[config.mk]
export PLATFORM = sky130hd
export DESIGN_NAME = cfzp_out
export DESIGN_NICKNAME = d
export VERILOG_FILES = /design/src/rtl/cfzp_pkg.sv /design/src/rtl/cfzp_out.sv
export SDC_FILE = /design/constraint.sdc
export NUM_CORES = 1
export LEC_CHECK = 0
export BUFFER_PORTS_ARGS = -buffer_cell sky130_fd_sc_hd__buf_4
export CORE_MARGIN = 1.5
export CORE_UTILIZATION = 25
export DETAILED_ROUTE_END_ITERATION = 8
export PLACE_DENSITY = 0.55
export SLEW_MARGIN = 0
export SYNTH_ARGS = -nofsm -noshare
export SYNTH_HDL_FRONTEND = slang
export SYNTH_SLANG_ARGS = --single-unit
[constraint.sdc]
create_clock -name clk -period 6.6 [get_ports clk]
set_input_delay 1.32 -clock clk [delete_from_list [all_inputs] [get_ports clk]]
set_output_delay 1.32 -clock clk [all_outputs]
set_load 0.02 [all_outputs]
[src/rtl/cfzp_pkg.sv]
// Shared types and constants for the centered zero-padded FIR core.
// No dependencies; imported by every module of the block.
package cfzp_pkg;

  localparam int MAX_HALF_DEF = 3;
  localparam int SAMPLE_W     = 16;
  localparam int COEF_W       = 16;
  localparam int NUM_COEF     = 7;
  localparam int HW_W         = 2;
  localparam int FRAC_BITS    = 15;
  localparam int CFG_ADDR_W   = 3;
  localparam int CFG_DATA_W   = 16;

  // register map
  localparam logic [CFG_ADDR_W-1:0] REG_HALF_WIDTH = 3'd0;
  localparam logic [CFG_ADDR_W-1:0] REG_COEF_BASE  = 3'd1;

  localparam logic signed [COEF_W-1:0] COEF0_RESET = 16'sh7FFF;

  typedef struct packed {
    logic signed [SAMPLE_W-1:0] sample;
    logic                       end_of_stream;
  } in_item_t;

  typedef struct packed {
    logic signed [SAMPLE_W-1:0] filtered;
    logic                       final_res;
  } out_item_t;

  typedef struct packed {
    logic shift;
    logic clear;
  } cell_ctrl_t;

endpackage

[src/rtl/cfzp_out.sv]
// Result stage: rounding, shift, saturation and the output holding register.
// Depends on cfzp_pkg.
module cfzp_out import cfzp_pkg::*; #(
  parameter int ACC_W = SAMPLE_W + COEF_W + 3
) (
  input  logic                    clk,
  input  logic                    rst_n,
  input  logic                    load,
  input  logic signed [ACC_W-1:0] acc,
  input  logic                    final_in,
  output logic                    slot_free,
  output logic                    out_valid,
  input  logic                    out_ready,
  output out_item_t               out_data
);

  localparam logic signed [ACC_W:0] RND_C  = (ACC_W+1)'(2 ** (FRAC_BITS - 1));
  localparam logic signed [ACC_W:0] SAT_HI = {{(ACC_W+2-SAMPLE_W){1'b0}},
                                              {(SAMPLE_W-1){1'b1}}};
  localparam logic signed [ACC_W:0] SAT_LO = ~SAT_HI;

  logic signed [ACC_W:0]      rnd;
  logic signed [ACC_W:0]      shf;
  logic signed [SAMPLE_W-1:0] sat;
  logic                       valid_r;
  out_item_t                  data_r;

  always_comb begin
    rnd = {acc[ACC_W-1], acc} + RND_C;
    shf = rnd >>> FRAC_BITS;
    if (shf > SAT_HI) begin
      sat = SAT_HI[SAMPLE_W-1:0];
    end else if (shf < SAT_LO) begin
      sat = SAT_LO[SAMPLE_W-1:0];
    end else begin
      sat = shf[SAMPLE_W-1:0];
    end
  end

  assign slot_free = !valid_r || out_ready;

  always_ff @(posedge clk) begin
    if (!rst_n) begin
      valid_r <= 1'b0;
    end else if (load) begin
      valid_r <= 1'b1;
    end else if (out_ready) begin
      valid_r <= 1'b0;
    end
  end

  always_ff @(posedge clk) begin
    if (load) begin
      data_r.filtered  <= sat;
      data_r.final_res <= final_in;
    end
  end

  assign out_valid = valid_r;
  assign out_data  = data_r;

endmodule

==> results of run 1 <==
cells in the mapped netlist, types with 3 or more instances:
cell type  count  area [um^2]
a211oi_1       5         37.5
a221oi_1       8         70.1
edfxtp_1      17          510
inv_1          4         15.0
nand2_1        6         22.5
nand3_1        7         35.0
nand4_1        3         18.8
nor2_1        12         45.0
nor3_1        11         55.1
nor4_1         5         31.3
o21ai_0        9         45.0
xnor2_1        9         78.8
xor2_1         7         61.3
cells by family after synthesis:
group | count (synthesis) | share of synthesized area (%)
xor+xnor | 16 | 10.1
flops | 18 | 38.1
simple gates | 58 | 25.7
mux | 1 | 1.62
fa+ha+maj | 1 | 0.898
compound gates | 34 | 20.5
buf+inv | 9 | 3.14
area by class of cell:
class                   count  area share (%)
clock buffers               4            3.00
inverters                   4           0.817
multi-input cells         110            44.6
flip-flops and latches     18            28.9
well taps                  70            4.77
repair buffers             44            18.0
worst paths after layout:
path	from	end	slack [ns]	depth (start not counted)
setup / recovery	acc[14]	out_data[15]$_SDFFCE_PN1P_	3.32	7
hold / removal	out_valid$_SDFFE_PN0P_	out_valid$_SDFFE_PN0P_	0.52	2
setup reg to reg	out_valid$_SDFFE_PN0P_	out_valid$_SDFFE_PN0P_	5.96	2
hold reg to reg	out_valid$_SDFFE_PN0P_	out_valid$_SDFFE_PN0P_	0.52	2
stage by stage:
step	setup WS (ns)	total power, mW
after global routing	3.19	0.327
after CTS	3.35	0.315
after global placement	3.10	0.225
final	3.32	0.312
after floorplan	3.59	0.186
after detailed placement	3.09	0.226
cell usage in the layout, fill, tap and decap left out:
master and instances:
a21bo_2 1, nor2_1 12, o2111ai_2 2, a211oi_1 5
or3_4 1, nand4_2 1, nand4_1 3, a21boi_0 1
nor4_4 1, nor4_1 5, xor2_1 7, nor3_4 1
nand3b_1 1, o31a_1 1, nand2b_1 2, a22oi_4 1
nand4_4 1, a221oi_1 8, xnor2_1 9, edfxtp_1 17
dfxtp_1 1, a22oi_2 1, clkbuf_8 4, a21oi_1 1
buf_4 44, a211oi_2 2, a31oi_1 2, nand3_2 1
or4_1 1, nor3_1 11, and4_1 2, ha_1 1
nor2b_1 2, nand2_1 6, nand3_1 7, o21ai_0 9
mux2i_4 1, inv_1 4
sequential cells by signal, indices dropped and copies added (netlist names):
signal / count
out_data: 17
out_valid: 1
critical path: stages:
cell and delay [ns]:
buf_4 0.09, ha_1 0.21, nand4_1 0.31, nor4_4 0.43
o2111ai_2 0.36, a22oi_4 0.39, a211oi_1 0.14
where the power goes:
part	internal (mW)	total (mW)	switching (mW)
registers	0.137	0.139	0.00252
clock network	0.0530	0.0886	0.0357
logic	0.0353	0.0836	0.0483
layer usage:
layer  up-vias  GRT usage, %  routed length (um)
met3         4          2.24                 222
met5         -             0                   0
met2        44          19.0                1580
met4         0          3.82                  51
met1       579          15.7                1480
li1        627             -                   -
==> flow_summary.yaml, run 1 <==
outcome:
  status: "finished clean"
global_route:
  antenna_found_initial: 0
  grt_max_degree: 19
  first_global_vias: 1179
  grt_overflow_total: 0
  grt_pass1_wl_mm: 5.63
  global_route.usage.total_pct: 11.8
clock_tree:
  cts_tree: "done"
  cts-root-buf: "clkbuf_8"
  cts.path.max_buffers: 2
  clk_pin_slew_worst_paths_ns: 0.07
  htreeDepth: 1
  post-cts-setup-buffers: 0
  cts_made_buffers: 3
  cts.sinks: 18
  clk_latency_ns: 0.25
  cts-resized-gates: 0
  cts_hold_buffers: 0
cells_and_area:
  layout.nets: 222
  multi_input_area_um2: 818
  fillers: 550
  syn2layout_area_growth_pct: 31.9
  stdcell_area_um2: 1840
  seq_area_um2: 531
  instances_no_fill: 250
  fin_util_pct: 35.1
  drive_gt1_share_pct: 34.4
  n_antenna_cell: 0
floorplanning:
  boundaryPins: 59
  die_x_um: 77.6
  coreArea_um2: 5240
  rows: 26
  die_area_um2: 6030
  start_util_pct: 26.6
  die_h_um: 77.6
placement:
  placed_area_um2: 1780
  dp.cells: 246
  portBuffers: 44
  place_hpwl_mm: 2.60
  gp_congestion: 0.749
pwr:
  vdd_drop_max_v: 0.0000748
  pwr_density_cell_nw_per_um2: 170
  leakage_nw: 0.669
detailed_routing:
  final_antenna_net_count: 0
  dr_total_vias: 1254
  drtIter0Drc: 78
  wirelength_mm: 3.34
  vias_per_cell: 5.02
  dr.pass1.iters: 4
  post_drt_wl_per_cell_um: 13.3
  post-route-drc-count: 0
setup_path:
  arrival_ns: 3.25
  path_class: "in -> reg"
  crit_path_end_kind: "register"
  worstPathRequired_ns: 6.57
  crit_fanout: 9
  start_kind: "input pin"
timing:
  fin_skew_ns: 0
  finalSetupViolations: 0
  timing.final.crit_period_ns: 3.28
  fmax_mhz: 305
  tns_ns: 0
  hold_viol_final: 0
  rsz0062_at_grt: "false"
  tightest_slew_ns: 0.633
  slew_violations: 0
  holdWs_ns: 0.519
  max_slew_margin_pct: 57.8
  fin_crit_sh_pct: 49.7
synthesis:
  syn-num-nets: 178
  async_reset_ff_share_pct: 0
  yosysSeqAreaShare_pct: 38.1
  avgSynthCellArea_um2: 10.2
  synth_cells: 137
  synth_flop_cell: "edfxtp_1"
  yosysWarnings: 0
  netlist-cell-type-count: 40
  synth_area_um2: 1390
  synth-edff-count: 17
  yosys_register_bits: 18
flow_run:
  cap_violations: 0
hold_path:
  hold_class: "reg -> reg"
Power figures use the tool's default switching activity.
==> run 2: changes to the inputs <==
--- a/config.mk
+++ b/config.mk
@@ -9,7 +9,7 @@
 export CORE_MARGIN = 1.5
 export CORE_UTILIZATION = 25
 export DETAILED_ROUTE_END_ITERATION = 8
-export PLACE_DENSITY = 0.55
+export PLACE_DENSITY = 0.57
 export SLEW_MARGIN = 0
 export SYNTH_ARGS = -nofsm -noshare
 export SYNTH_HDL_FRONTEND = slang
==> constraint.sdc (replaced) <==
create_clock -name clk -period 3 [get_ports clk]
set_input_delay 0.6 -clock clk [delete_from_list [all_inputs] [get_ports clk]]
set_output_delay 0.6 -clock clk [all_outputs]
set_load 0.02 [all_outputs]
==> run 2 against run 1 <==
Worst hold slack worse by 0.011 ns. Utilization increased by 0.14 points. First-iteration DRC count fell by 17%. Setup slack got worse by 2.7 ns. Final area up 0.41%. Clock skew unchanged. Largest power group unchanged. Sequential cell count unchanged. Critical path type unchanged.
==> flow_summary.yaml, run 2 (synthesis results as in run 1) <==
global_route:
  grt_overflow_total: 0
  grt.met1_usage_pct: 15.3
  grtUsageMet2_pct: 18.0
  use_met3_pct: 1.65
  grt_max_degree: 19
  busiest_layer: "met2"
  antenna_found_initial: 0
  grt_pass1_wl_mm: 5.44
  first_global_vias: 1123
  global_route.usage.total_pct: 11.3
placement:
  portBuffers: 44
  gp_congestion: 0.776
  place_hpwl_mm: 2.56
pwr:
  pwr-share-seq_pct: 44.7
  power_mw: 0.686
  p_clk_share_pct: 28.6
  pwr_density_cell_nw_per_um2: 372
  leakage_nw: 0.673
  p_int_mw: 0.496
  combPwrFrac_pct: 26.7
  sw_frac_of_total_pct: 27.8
  vdd_drop_max_v: 0.000145
  p_sw_mw: 0.190
detailed_routing:
  post-route-drc-count: 0
  drtIter0Drc: 65
  dr_total_vias: 1240
  post_drt_wl_per_cell_um: 13.0
  dr.pass1.iters: 4
  final_antenna_net_count: 0
  wirelength_mm: 3.27
  vias_per_cell: 4.94
floorplanning:
  rows: 26
  die_x_um: 77.6
  die_area_um2: 6030
  boundaryPins: 59
  coreArea_um2: 5240
  die_h_um: 77.6
  start_util_pct: 26.6
timing:
  fin_skew_ns: 0
  max_slew_margin_pct: 58.3
  tns_ns: 0
  timing.final.crit_period_ns: 2.37
  rsz0062_at_grt: "false"
  fin_crit_sh_pct: 79.1
  hold_viol_final: 0
  slew_violations: 0
  fmax_mhz: 421
  tightest_slew_ns: 0.625
  finalSetupViolations: 0
cells_and_area:
  layout_common_cells: "buf_4, edfxtp_1, nor2_1"
  seq_area_um2: 531
  largest_reg_flops: 17
  syn2layout_area_growth_pct: 32.4
  n_antenna_cell: 0
  drive_gt1_share_pct: 34.8
  mostFrequentLayoutCell: "buf_4"
  multi_input_area_um2: 818
  fillers: 546
  layout.nets: 223
clock_tree:
  cts-root-buf: "clkbuf_8"
  cts.path.max_buffers: 2
  cts_hold_buffers: 0
  cts_tree: "done"
  cts.sinks: 18
  post-cts-setup-buffers: 0
  cts_made_buffers: 3
  clk_pin_slew_worst_paths_ns: 0.07
  clk_latency_ns: 0.25
  cts-resized-gates: 0
  htreeDepth: 1
hold_path:
  hold_class: "reg -> reg"
setup_path:
  crit_path_end_kind: "register"
  start_kind: "input pin"
  worstPathRequired_ns: 2.97
  crit_fanout: 9
  arrival_ns: 2.35
  path_class: "in -> reg"
flow_run:
  cap_violations: 0
outcome:
  status: "finished clean"
==> run 2: changes by cell type in the layout (fill, tap and decap cells not counted), sizes merged <==
| cell | change |
|---|---|
| buf | +1 |
==> run 2: worst paths after layout <==
| kind | startpoint | to | slack, ns | cells after the start |
|---|---|---|---|---|
| min | out_valid$_SDFFE_PN0P_ | out_valid$_SDFFE_PN0P_ | 0.51 | 2 |
| max reg2reg | out_valid$_SDFFE_PN0P_ | out_valid$_SDFFE_PN0P_ | 2.39 | 2 |
| max | acc[14] | out_data[15]$_SDFFCE_PN1P_ | 0.63 | 7 |
| min reg2reg | out_valid$_SDFFE_PN0P_ | out_valid$_SDFFE_PN0P_ | 0.51 | 2 |
==> run 2: layer usage <==
layer  up-vias  routed length (um)  part of all wire (%)
li1        631                   -                     -
met5         -                   0                     0
met2        41                1490                    46
met1       563                1570                    48
met3         5                 156                   4.8
met4         0                  53                   1.6
==> run 2: worst max-delay path, stage by stage <==
cell,delay [ns]
buf_4,0.09
ha_1,0.21
nand4_1,0.21
nor4_4,0.36
o2111ai_2,0.35
a22oi_4,0.39
a211oi_1,0.13
==> run 2: power by group through the flow <==
| stage | combinational [mW] | sequential (mW) | clock (mW) |
|---|---|---|---|
| floorplan | 0.0657 | 0.343 | 0 |
| global placement | 0.184 | 0.312 | 0 |
| detailed placement | 0.185 | 0.313 | 0 |
| CTS | 0.185 | 0.307 | 0.201 |
| global route | 0.199 | 0.308 | 0.206 |
| finish | 0.183 | 0.307 | 0.196 |
==> run 2: area by class of cell <==
type                            count  share of cell area, %
Multi-Input combinational cell    110                   44.4
Sequential cell                    18                   28.8
Timing Repair Buffer               45                   18.3
Tap cell                           70                   4.75
Clock buffer                        4                   2.99
Inverter                            4                  0.814
==> run 2: metrics by stage <==
stage	std cells	setup slack, ns	instance area, um^2	hold WS, ns	utilization, %
finish	251	0.627	1840	0.508	35.2
global route	251	0.423	1840	0.509	35.2
CTS	251	0.624	1840	0.514	35.2
detailed placement	247	0.369	1790	0.500	34.2
global placement	247	0.354	1790	0.507	34.2
floorplan	137	0.709	1390	0.699	-
