--- src/rtl/cfzp_pkg.sv ---
// Shared types and constants for the centered zero-padded FIR core.
// No dependencies; imported by every module of the block.
package cfzp_pkg;

  localparam int MAX_HALF_DEF = 3;
  localparam int SAMPLE_W     = 16;
  localparam int COEF_W       = 16;
  localparam int NUM_COEF     = 7;
  localparam int HW_W         = 2;
  localparam int FRAC_BITS    = 15;
  localparam int CFG_ADDR_W   = 3;
  localparam int CFG_DATA_W   = 16;

  // register map
  localparam logic [CFG_ADDR_W-1:0] REG_HALF_WIDTH = 3'd0;
  localparam logic [CFG_ADDR_W-1:0] REG_COEF_BASE  = 3'd1;

  localparam logic signed [COEF_W-1:0] COEF0_RESET = 16'sh7FFF;

  typedef struct packed {
    logic signed [SAMPLE_W-1:0] sample;
    logic                       end_of_stream;
  } in_item_t;

  typedef struct packed {
    logic signed [SAMPLE_W-1:0] filtered;
    logic                       final_res;
  } out_item_t;

  typedef struct packed {
    logic shift;
    logic clear;
  } cell_ctrl_t;

endpackage

--- src/rtl/cfzp_cell.sv ---
// One tap cell: delay-line stage, registered product and partial-sum stage.
// Depends on cfzp_pkg.
module cfzp_cell import cfzp_pkg::*; #(
  parameter int ACC_W = SAMPLE_W + COEF_W + 3
) (
  input  logic                       clk,
  input  logic                       rst_n,
  input  cell_ctrl_t                 ctrl,
  input  logic signed [SAMPLE_W-1:0] x_in,
  output logic signed [SAMPLE_W-1:0] x_out,
  input  logic signed [COEF_W-1:0]   coef,
  input  logic                       tap_en,
  input  logic signed [ACC_W-1:0]    sum_in,
  output logic signed [ACC_W-1:0]    sum_out
);

  localparam int PROD_W = SAMPLE_W + COEF_W;

  logic signed [SAMPLE_W-1:0] x_r;
  logic signed [PROD_W-1:0]   prod_r;
  logic signed [ACC_W-1:0]    sum_r;

  always_ff @(posedge clk) begin
    if (!rst_n) begin
      x_r <= '0;
    end else if (ctrl.clear) begin
      x_r <= '0;
    end else if (ctrl.shift) begin
      x_r <= x_in;
    end
  end

  // product and sum stages settle while the line holds still
  always_ff @(posedge clk) begin
    prod_r <= tap_en ? PROD_W'(x_r * coef) : '0;
    sum_r  <= sum_in + ACC_W'(prod_r);
  end

  assign x_out   = x_r;
  assign sum_out = sum_r;

endmodule

--- config.mk ---
export PLATFORM = sky130hd
export DESIGN_NAME = cfzp_cell
export DESIGN_NICKNAME = d
export VERILOG_FILES = /design/src/rtl/cfzp_pkg.sv /design/src/rtl/cfzp_cell.sv
export SDC_FILE = /design/constraint.sdc
export NUM_CORES = 1
export LEC_CHECK = 0
export BUFFER_PORTS_ARGS = -buffer_cell sky130_fd_sc_hd__buf_2
export CAP_MARGIN = 20
export CORE_UTILIZATION = 28
export CTS_BUF_LIST = sky130_fd_sc_hd__clkbuf_2
export CTS_CLUSTER_DIAMETER = 200
export DETAILED_ROUTE_END_ITERATION = 10
export PLACE_DENSITY = 0.48
export SLEW_MARGIN = 30
export SYNTH_ARGS = -nofsm -noshare
export SYNTH_HDL_FRONTEND = slang
export SYNTH_SLANG_ARGS = --single-unit
--- constraint.sdc ---
create_clock -name clk -period 8.2 [get_ports clk]
set_clock_uncertainty 0.2 [all_clocks]
set_input_delay 1.23 -clock clk [delete_from_list [all_inputs] [get_ports clk]]
set_output_delay 1.23 -clock clk [all_outputs]
set_load 0.1 [all_outputs]
==> results of run 1 <==
==> worst max-delay path by stage <==
| stage | startpoint | end | slack, ns | depth (start not counted) |
|---|---|---|---|---|
| global placement | coef[7] | prod_r[28] | 0.78 | 21 |
| CTS | x_out[12] | prod_r[28] | 1.41 | 18 |
| global route | x_out[12] | prod_r[28] | 1.04 | 18 |
| detailed placement | coef[5] | prod_r[30] | 0.73 | 21 |
| finish | x_out[6] | prod_r[27] | 1.48 | 21 |
| floorplan | coef[2] | prod_r[30] | 1.23 | 20 |
==> layout by cell type (no fill, tap or decap), drive strengths merged, types with 4 or more instances in the layout <==
cell	instances
a211oi	8
a21o	30
a21oi	48
a221oi	4
a311oi	4
and2	127
and3	8
buf	130
clkbuf	9
clkinv	4
dfxtp	83
fa	263
ha	116
inv	324
mux2i	17
nand2	152
nand2b	12
nand3	11
nand4	5
nor2	78
nor2b	5
nor3	8
o21a	11
o21ai	29
o21bai	6
o31ai	5
or2	5
xnor2	36
xor2	17
==> logic make-up (layout without fill, tap and decap cells) <==
| family | after synthesis | count (layout) |
|---|---|---|
| compound gates | 177 | 177 |
| xor+xnor | 53 | 53 |
| fa+ha+maj | 379 | 379 |
| buf+inv | 364 | 469 |
| flops | 83 | 83 |
| mux | 18 | 18 |
| other cells | 0 | 1 |
| simple gates | 426 | 426 |
==> flip-flops by register name (all words and copies together), names as in the netlist <==
register  count
x_out        16
sum_out      35
prod_r       32
==> layer usage <==
metal	global-route usage [%]	vias up	wire, microns
met5	0	-	0
met4	5.192	0	769
met3	2.305	34	1650
met2	21.66	227	14190
met1	21.65	4809	18240
li1	-	4806	-
==> cells in the mapped netlist (19+ instances only) <==
cell type | instances | area (sq um)
inv_1 | 321 | 1205
fa_1 | 263 | 5265
nand2_1 | 152 | 570.6
and2_1 | 127 | 794.5
ha_1 | 116 | 1451
dfxtp_1 | 83 | 1662
nor2_1 | 78 | 292.8
a21oi_1 | 46 | 230.2
clkbuf_1 | 40 | 150.1
xnor2_1 | 36 | 315.3
a21o_1 | 30 | 225.2
o21ai_0 | 19 | 95.09
==> worst register-to-register path: cells and delay by family, from the launching register on <==
kind,cells,cell delay [ns]
buf+inv,5,0.26
compound gates,5,1.25
flops,1,0.92
simple gates,4,0.66
fa+ha+maj,7,3.35
==> layout make-up <==
class                      instances  area (sq um)  area share (%)
multi-input combinational       1053         10690           70.66
sequential                        83          1662           10.98
inverter                         323          1212           8.014
tap                              615         769.5           5.086
timing repair buffer             130         670.6           4.433
clock inverter                     7         76.32          0.5045
clock buffer                       9         45.04          0.2977
antenna                            1         2.502         0.01654
==> through the flow <==
step	total power, W	hold slack, ns	cell area [sq um]	worst slack (ns)	util, %
2_1_floorplan	0.002229	0.2200	13720	1.226	-
3_3_place_gp	0.002640	0.2278	15000	0.7834	31.23
3_5_place_dp	0.002652	0.2293	15000	0.7320	31.23
4_1_cts	0.002926	0.2837	15130	1.408	31.48
5_1_grt	0.003155	0.3252	15130	1.038	31.49
6_report	0.002882	0.2778	15130	1.484	31.49
==> power by group <==
group,switching (W),total (W),internal [W]
Clock,0.000179,0.000252,0.0000727
Sequential,0.0000534,0.000581,0.000528
Combinational,0.00139,0.00205,0.000659
==> flow_summary.toml, run 1 <==
[setup_path]
crit_path_max_fanout = 18
cp_data_arrival_time_ns = 7.17
r2r_slack_ns = 1.48
path_cells = "nand2_1 > fa_1 > inv_1 > fa_1 > inv_1 > fa_1 > inv_1 > fa_1 > fa_1 > inv_1 > fa_1 > inv_1 > ha_1 > o21ai_1 > nand2b_1 > a21oi_1 > nor2b_1 > o31ai_1 > a211oi_1 > or2_1 > o311ai_1"
end_kind = "flip-flop"
cp.buffers_inverters = 5
crit_type = "flip-flop to flip-flop"
critical_path.max_stage_delay_ns = 0.92
reg2reg_from = "x_out[6]"
r2r_end = "prod_r[27]"
cp-start-kind = "flip-flop"
cp_top_family = "adder cells"
crit_top_cell = "fa_1"
worst_path_max_delay_cell = "dfxtp_1"
ff2ff_path_depth = 21
critPathRequiredTime_ns = 8.65

[floorplanning]
rows = 80
die-area_sq_um = 49880
io_pins = 123
die_x_microns = 223.3
core_area_sq_um = 48050
die_h_microns = 223.3
initial_core_util_pct = 28.55

[synthesis]
yosysSeqAreaShare_pct = 12.11
synth-async-reset-ratio_pct = 0
synth_top_family_by_area = "adder cells"
syn-instance-count = 1500
synth_area_per_cell_sq_um = 9.145
synthDistinctLibCells = 66
yosys-mux-area-fraction_pct = 1.323
syn_nets = 1951
synth_adder_area_share_pct = 48.96
yosys.area_share.simple_pct = 15.24
yosys_warnings = 0
synth_edf_count = 0
synth-seq-cells = 83
synth_area_sq_um = 13720
synth_ff_type = "dfxtp_1"
synth_compound_area_share_pct = 9.020
synth_xor_area_share_pct = 3.384

[clock_network]
clk_pin_slew_ns = 0.26
cts_root_buf = "clkbuf_2"
numCtsBuffers = 9
cts_resized = 0
ctsHoldBuffers = 0
clockBufferDepth = 2
clkLatencyLatePin_ns = 0.73
post-cts-setup-buffers = 0
cts_max_level = 3
cts.sinks = 83
cts_tree = "done"

[global_routing]
grt_pass1_vias = 10470
grt_pass1_wl_microns = 57560
grt_max_degree = 23
grt-ovfl-total = 0
grt.total_usage_pct = 14.71
antenna_found_initial = 1

[routing]
viasPerCell = 4.447
drtIter0Drc = 452
ant_nets = 0
drc = 0
num_vias = 9876
post_drt_wl_per_cell_microns = 15.69
routed_wl_microns = 34850
dr.pass1.iters = 5

[placement]
dp_cells = 2204
place_congestion = 0.8600
post-dp-hpwl_microns = 29490
io_buffer_count = 122

[min_path]
min_from = "prod_r[0]"
min_to = "sum_out[0]"
min_path_cells = 1
hold_class = "flip-flop to flip-flop"

[power_and_ir_drop]
ir_worst_vdd_mv = 0.1049
powerDensity_nw_per_um2 = 190.5
leakage_nw = 7.684

[timing]
maxSlewViolCount = 0
fin_crit_ns = 6.716
maxSlewHeadroom_pct = 36.96
setup_viol = 0
rsz0062_at_grt = "no"
fmax_mhz = 148.9
timing.final.crit_share_pct = 81.90
tns_ns = 0
worst_slew_pin_slew_ns = 0.9443
hold_violations = 0

[cells_and_area]
fill_cells = 5077
syn2layout_area_growth_pct = 10.28
drive_gt1_share_pct = 10.09
finalNonFillerCells = 2221
layout.nets = 2051

[flow_run]
maxCapViolCount = 0

[outcome]
outcome = "completed"
No activity file was read; power rests on OpenSTA's default activity.
==> run 2: changes to the inputs <==
--- a/config.mk
+++ b/config.mk
@@ -5,13 +5,14 @@
 export SDC_FILE = /design/constraint.sdc
 export NUM_CORES = 1
 export LEC_CHECK = 0
+export ABC_AREA = 1
 export BUFFER_PORTS_ARGS = -buffer_cell sky130_fd_sc_hd__buf_2
 export CAP_MARGIN = 20
 export CORE_UTILIZATION = 28
 export CTS_BUF_LIST = sky130_fd_sc_hd__clkbuf_2
 export CTS_CLUSTER_DIAMETER = 200
 export DETAILED_ROUTE_END_ITERATION = 10
-export PLACE_DENSITY = 0.48
+export PLACE_DENSITY = 0.49
 export SLEW_MARGIN = 30
 export SYNTH_ARGS = -nofsm -noshare
 export SYNTH_HDL_FRONTEND = slang
==> constraint.sdc (replaced) <==
create_clock -name clk -period 5.55 [get_ports clk]
set_clock_uncertainty 0.2 [all_clocks]
set_input_delay 0.8325 -clock clk [delete_from_list [all_inputs] [get_ports clk]]
set_output_delay 0.8325 -clock clk [all_outputs]
set_load 0.1 [all_outputs]
==> run 2 against run 1 <==
Against the previous run:
- sequential cell count did not move
- synthesized cell count rose by 44%
- global-route usage rose by 2.5 points
- worst hold slack got worse by 0.17 ns
- final cell count rose by 39%
- register-to-register slack got worse by 1.4 ns
- total power rose by 89%
- via count rose by 36%
- first-iteration DRC count rose by 38%
- sequential power rose by 49%
- combinational power rose by 100%
- critical path type unchanged
- critical endpoint is now prod_r[31]
- highest routed layer is now met5
==> flow_summary.toml, run 2 <==
[global_routing]
grt.total_usage_pct = 17.24
grt_max_degree = 27
antenna_found_initial = 3
grt_pass1_vias = 14541
grt-ovfl-total = 0
grt_pass1_wl_microns = 75420

[cells_and_area]
design_area_sq_um = 18710
syn2layout_area_growth_pct = 22.17
final_common_cell = "nand2_1"
final_util_pct = 34.70
drive_gt1_share_pct = 19.94
fill_cells = 5757
largest_reg_flops = 35
layout.nets = 2828
final_cell_mix = "nand2_1 (597), inv_1 (551), fa_1 (258), buf_4 (148), buf_2 (122)"

[setup_path]
crit_path_max_fanout = 7
critPathRequiredTime_ns = 6.01
critical_path.max_stage_delay_ns = 0.72
crit_top_cell = "fa_1"
cp-start-kind = "flip-flop"
crit_type = "flip-flop to flip-flop"
cp_data_arrival_time_ns = 5.95
r2r_slack_ns = 0.06
path_cells = "buf_12 > buf_6 > nand2_4 > fa_1 > inv_1 > fa_2 > inv_2 > fa_1 > fa_1 > fa_1 > fa_1 > inv_1 > ha_4 > nand2_4 > inv_2 > nand3_4 > nor3_4 > nand3_1 > nand2_2 > nand2_1 > nand2_1 > nor2_1"
worst_path_max_delay_cell = "fa_2"
end_kind = "flip-flop"

[floorplanning]
core_area_sq_um = 53920
die_h_microns = 235.9
rows = 85
die_x_microns = 235.9
die-area_sq_um = 55640
io_pins = 123
initial_core_util_pct = 28.40

[timing]
setup_viol = 0
timing.final.crit_share_pct = 99.00
worst_slew_pin_slew_ns = 0.5884
fmax_mhz = 182.0
hold_violations = 0
fin_crit_ns = 5.495
rsz0062_at_grt = "yes"
maxSlewViolCount = 0
maxSlewHeadroom_pct = 60.77
setup_ws_ns = 0.05529

[synthesis]
yosys.area_share.simple_pct = 23.56
synth_xor_area_share_pct = 1.258
synthDistinctLibCells = 35
yosysSeqAreaShare_pct = 10.85
syn_nets = 2607
synth_top_area_share_pct = 34.38
synthTopCellsByCount = "nand2_1 (637), inv_1 (572), fa_1 (263), nor2_1 (138), ha_1 (116)"
synth_ff_type = "dfxtp_1"
synth_top_family_by_area = "adder cells"
syn-instance-count = 2156
synth_area_per_cell_sq_um = 7.104
synth-seq-cells = 83
synth_most_common_cell = "nand2_1"
synth_adder_area_share_pct = 43.85
synthTopCellsByArea = "fa_1 (34%), nand2_1 (16%), inv_1 (14%), dfxtp_1 (11%), ha_1 (9.5%)"
yosys-mux-area-fraction_pct = 0
synth_compound_area_share_pct = 4.665
synth_edf_count = 0
synth-async-reset-ratio_pct = 0
yosys_warnings = 0
synth.largest_area_cell = "fa_1"
synth_area_sq_um = 15320

[clock_network]
numCtsBuffers = 9
cts_tree = "done"
cts.sinks = 83
cts_root_buf = "clkbuf_2"
clkLatencyLatePin_ns = 0.72
cts_max_level = 3
clockBufferDepth = 2
clk_pin_slew_ns = 0.25

[power_and_ir_drop]
powerDensity_nw_per_um2 = 290.6
ir_worst_vdd_mv = 0.2856
leakage_nw = 10.75

[routing]
post_drt_wl_per_cell_microns = 14.87
num_vias = 13429
drc = 0
drtIter0Drc = 625
dr.pass1.iters = 5
viasPerCell = 4.360
ant_nets = 0
routed_wl_microns = 45800

[placement]
detailedPlace.worstSlack_ns = -0.5995
place_congestion = 0.9000
post-dp-hpwl_microns = 39400
io_buffer_count = 122
dpl_cell_area_sq_um = 17990

[outcome]
outcome = "completed"

[min_path]
hold_class = "input pin to flip-flop"

[flow_run]
maxCapViolCount = 0
run 2: cell types whose count changed in the layout (fill, tap and decap cells not counted), moves of 29 or more:
cell and change:
nand3_1 +46, a21o_1 -30, xnor2_1 -29, inv_1 +230
nand2_1 +445, nand2_2 +31, buf_4 +140, and2_1 -125
nor2_1 +32
run 2: cells by family after synthesis:
group,count (synthesis)
AO/OA/AOI/OAI,130
adder cells (fa/ha/maj),379
buffers and inverters,645
AND/OR/NAND/NOR,897
flip-flops,83
XOR/XNOR,22
run 2: power by group:
part           internal (W)  total (W)  switching [W]  leakage (nW)
Combinational       0.00140    0.00416        0.00277          9.96
Clock              0.000153   0.000412       0.000259        0.0845
Sequential         0.000773   0.000864      0.0000908         0.701
run 2: routing by layer:
metal	vias to the layer above	share of wire, %	GRT usage, %
met3	56	4.4	2.130
li1	6695	-	-
met1	6370	45	21.80
met4	2	2.7	5.130
met2	306	48	30.50
met5	-	0.028	0
run 2: final timing paths:
check / startpoint / end / depth (start not counted)
worst max-delay path: x_out[15] / prod_r[31] / 22
worst max register to register: x_out[15] / prod_r[31] / 22
worst min-delay path: x_in[7] / x_out[7] / 3
worst min register to register: prod_r[0] / sum_out[0] / 1
run 2: stage by stage:
stage	TNS, ns	cells	hold slack (ns)	total power, W
final	0	3080	0.1056	0.005437
after global placement	-9.862	3028	0.2343	0.004798
after global routing	-0.8196	3080	0.03706	0.005928
after CTS	-0.03244	3058	0.01067	0.005314
after floorplan	-1.623	2156	0.2200	0.003781
after detailed placement	-10.02	3028	0.2360	0.004814
run 2: area by class of cell:
class	count	area [sq um]	share of cell area, %
multi-input cells	1428	11940	63.81
inverters	575	2161	11.55
repair buffers	280	1882	10.06
flip-flops and latches	83	1715	9.168
well taps	696	870.8	4.654
clock inverters	6	87.58	0.4681
clock buffers	10	50.05	0.2675
diodes	2	5.005	0.02675
run 2: critical path: cells and delay by family (launching register included):
kind | cells | cell delay [ns]
adders and majority gates | 7 | 3.47
and+or+nand+nor | 9 | 0.82
DFF | 1 | 0.43
buffers and inverters | 6 | 0.48
run 2: what timing repair did:
action                     CTS  global route
resized for setup           17            75
setup buffers               14            21
setup endpoints to repair    5            19
pin swaps                   15            47
hold buffers                 0             0
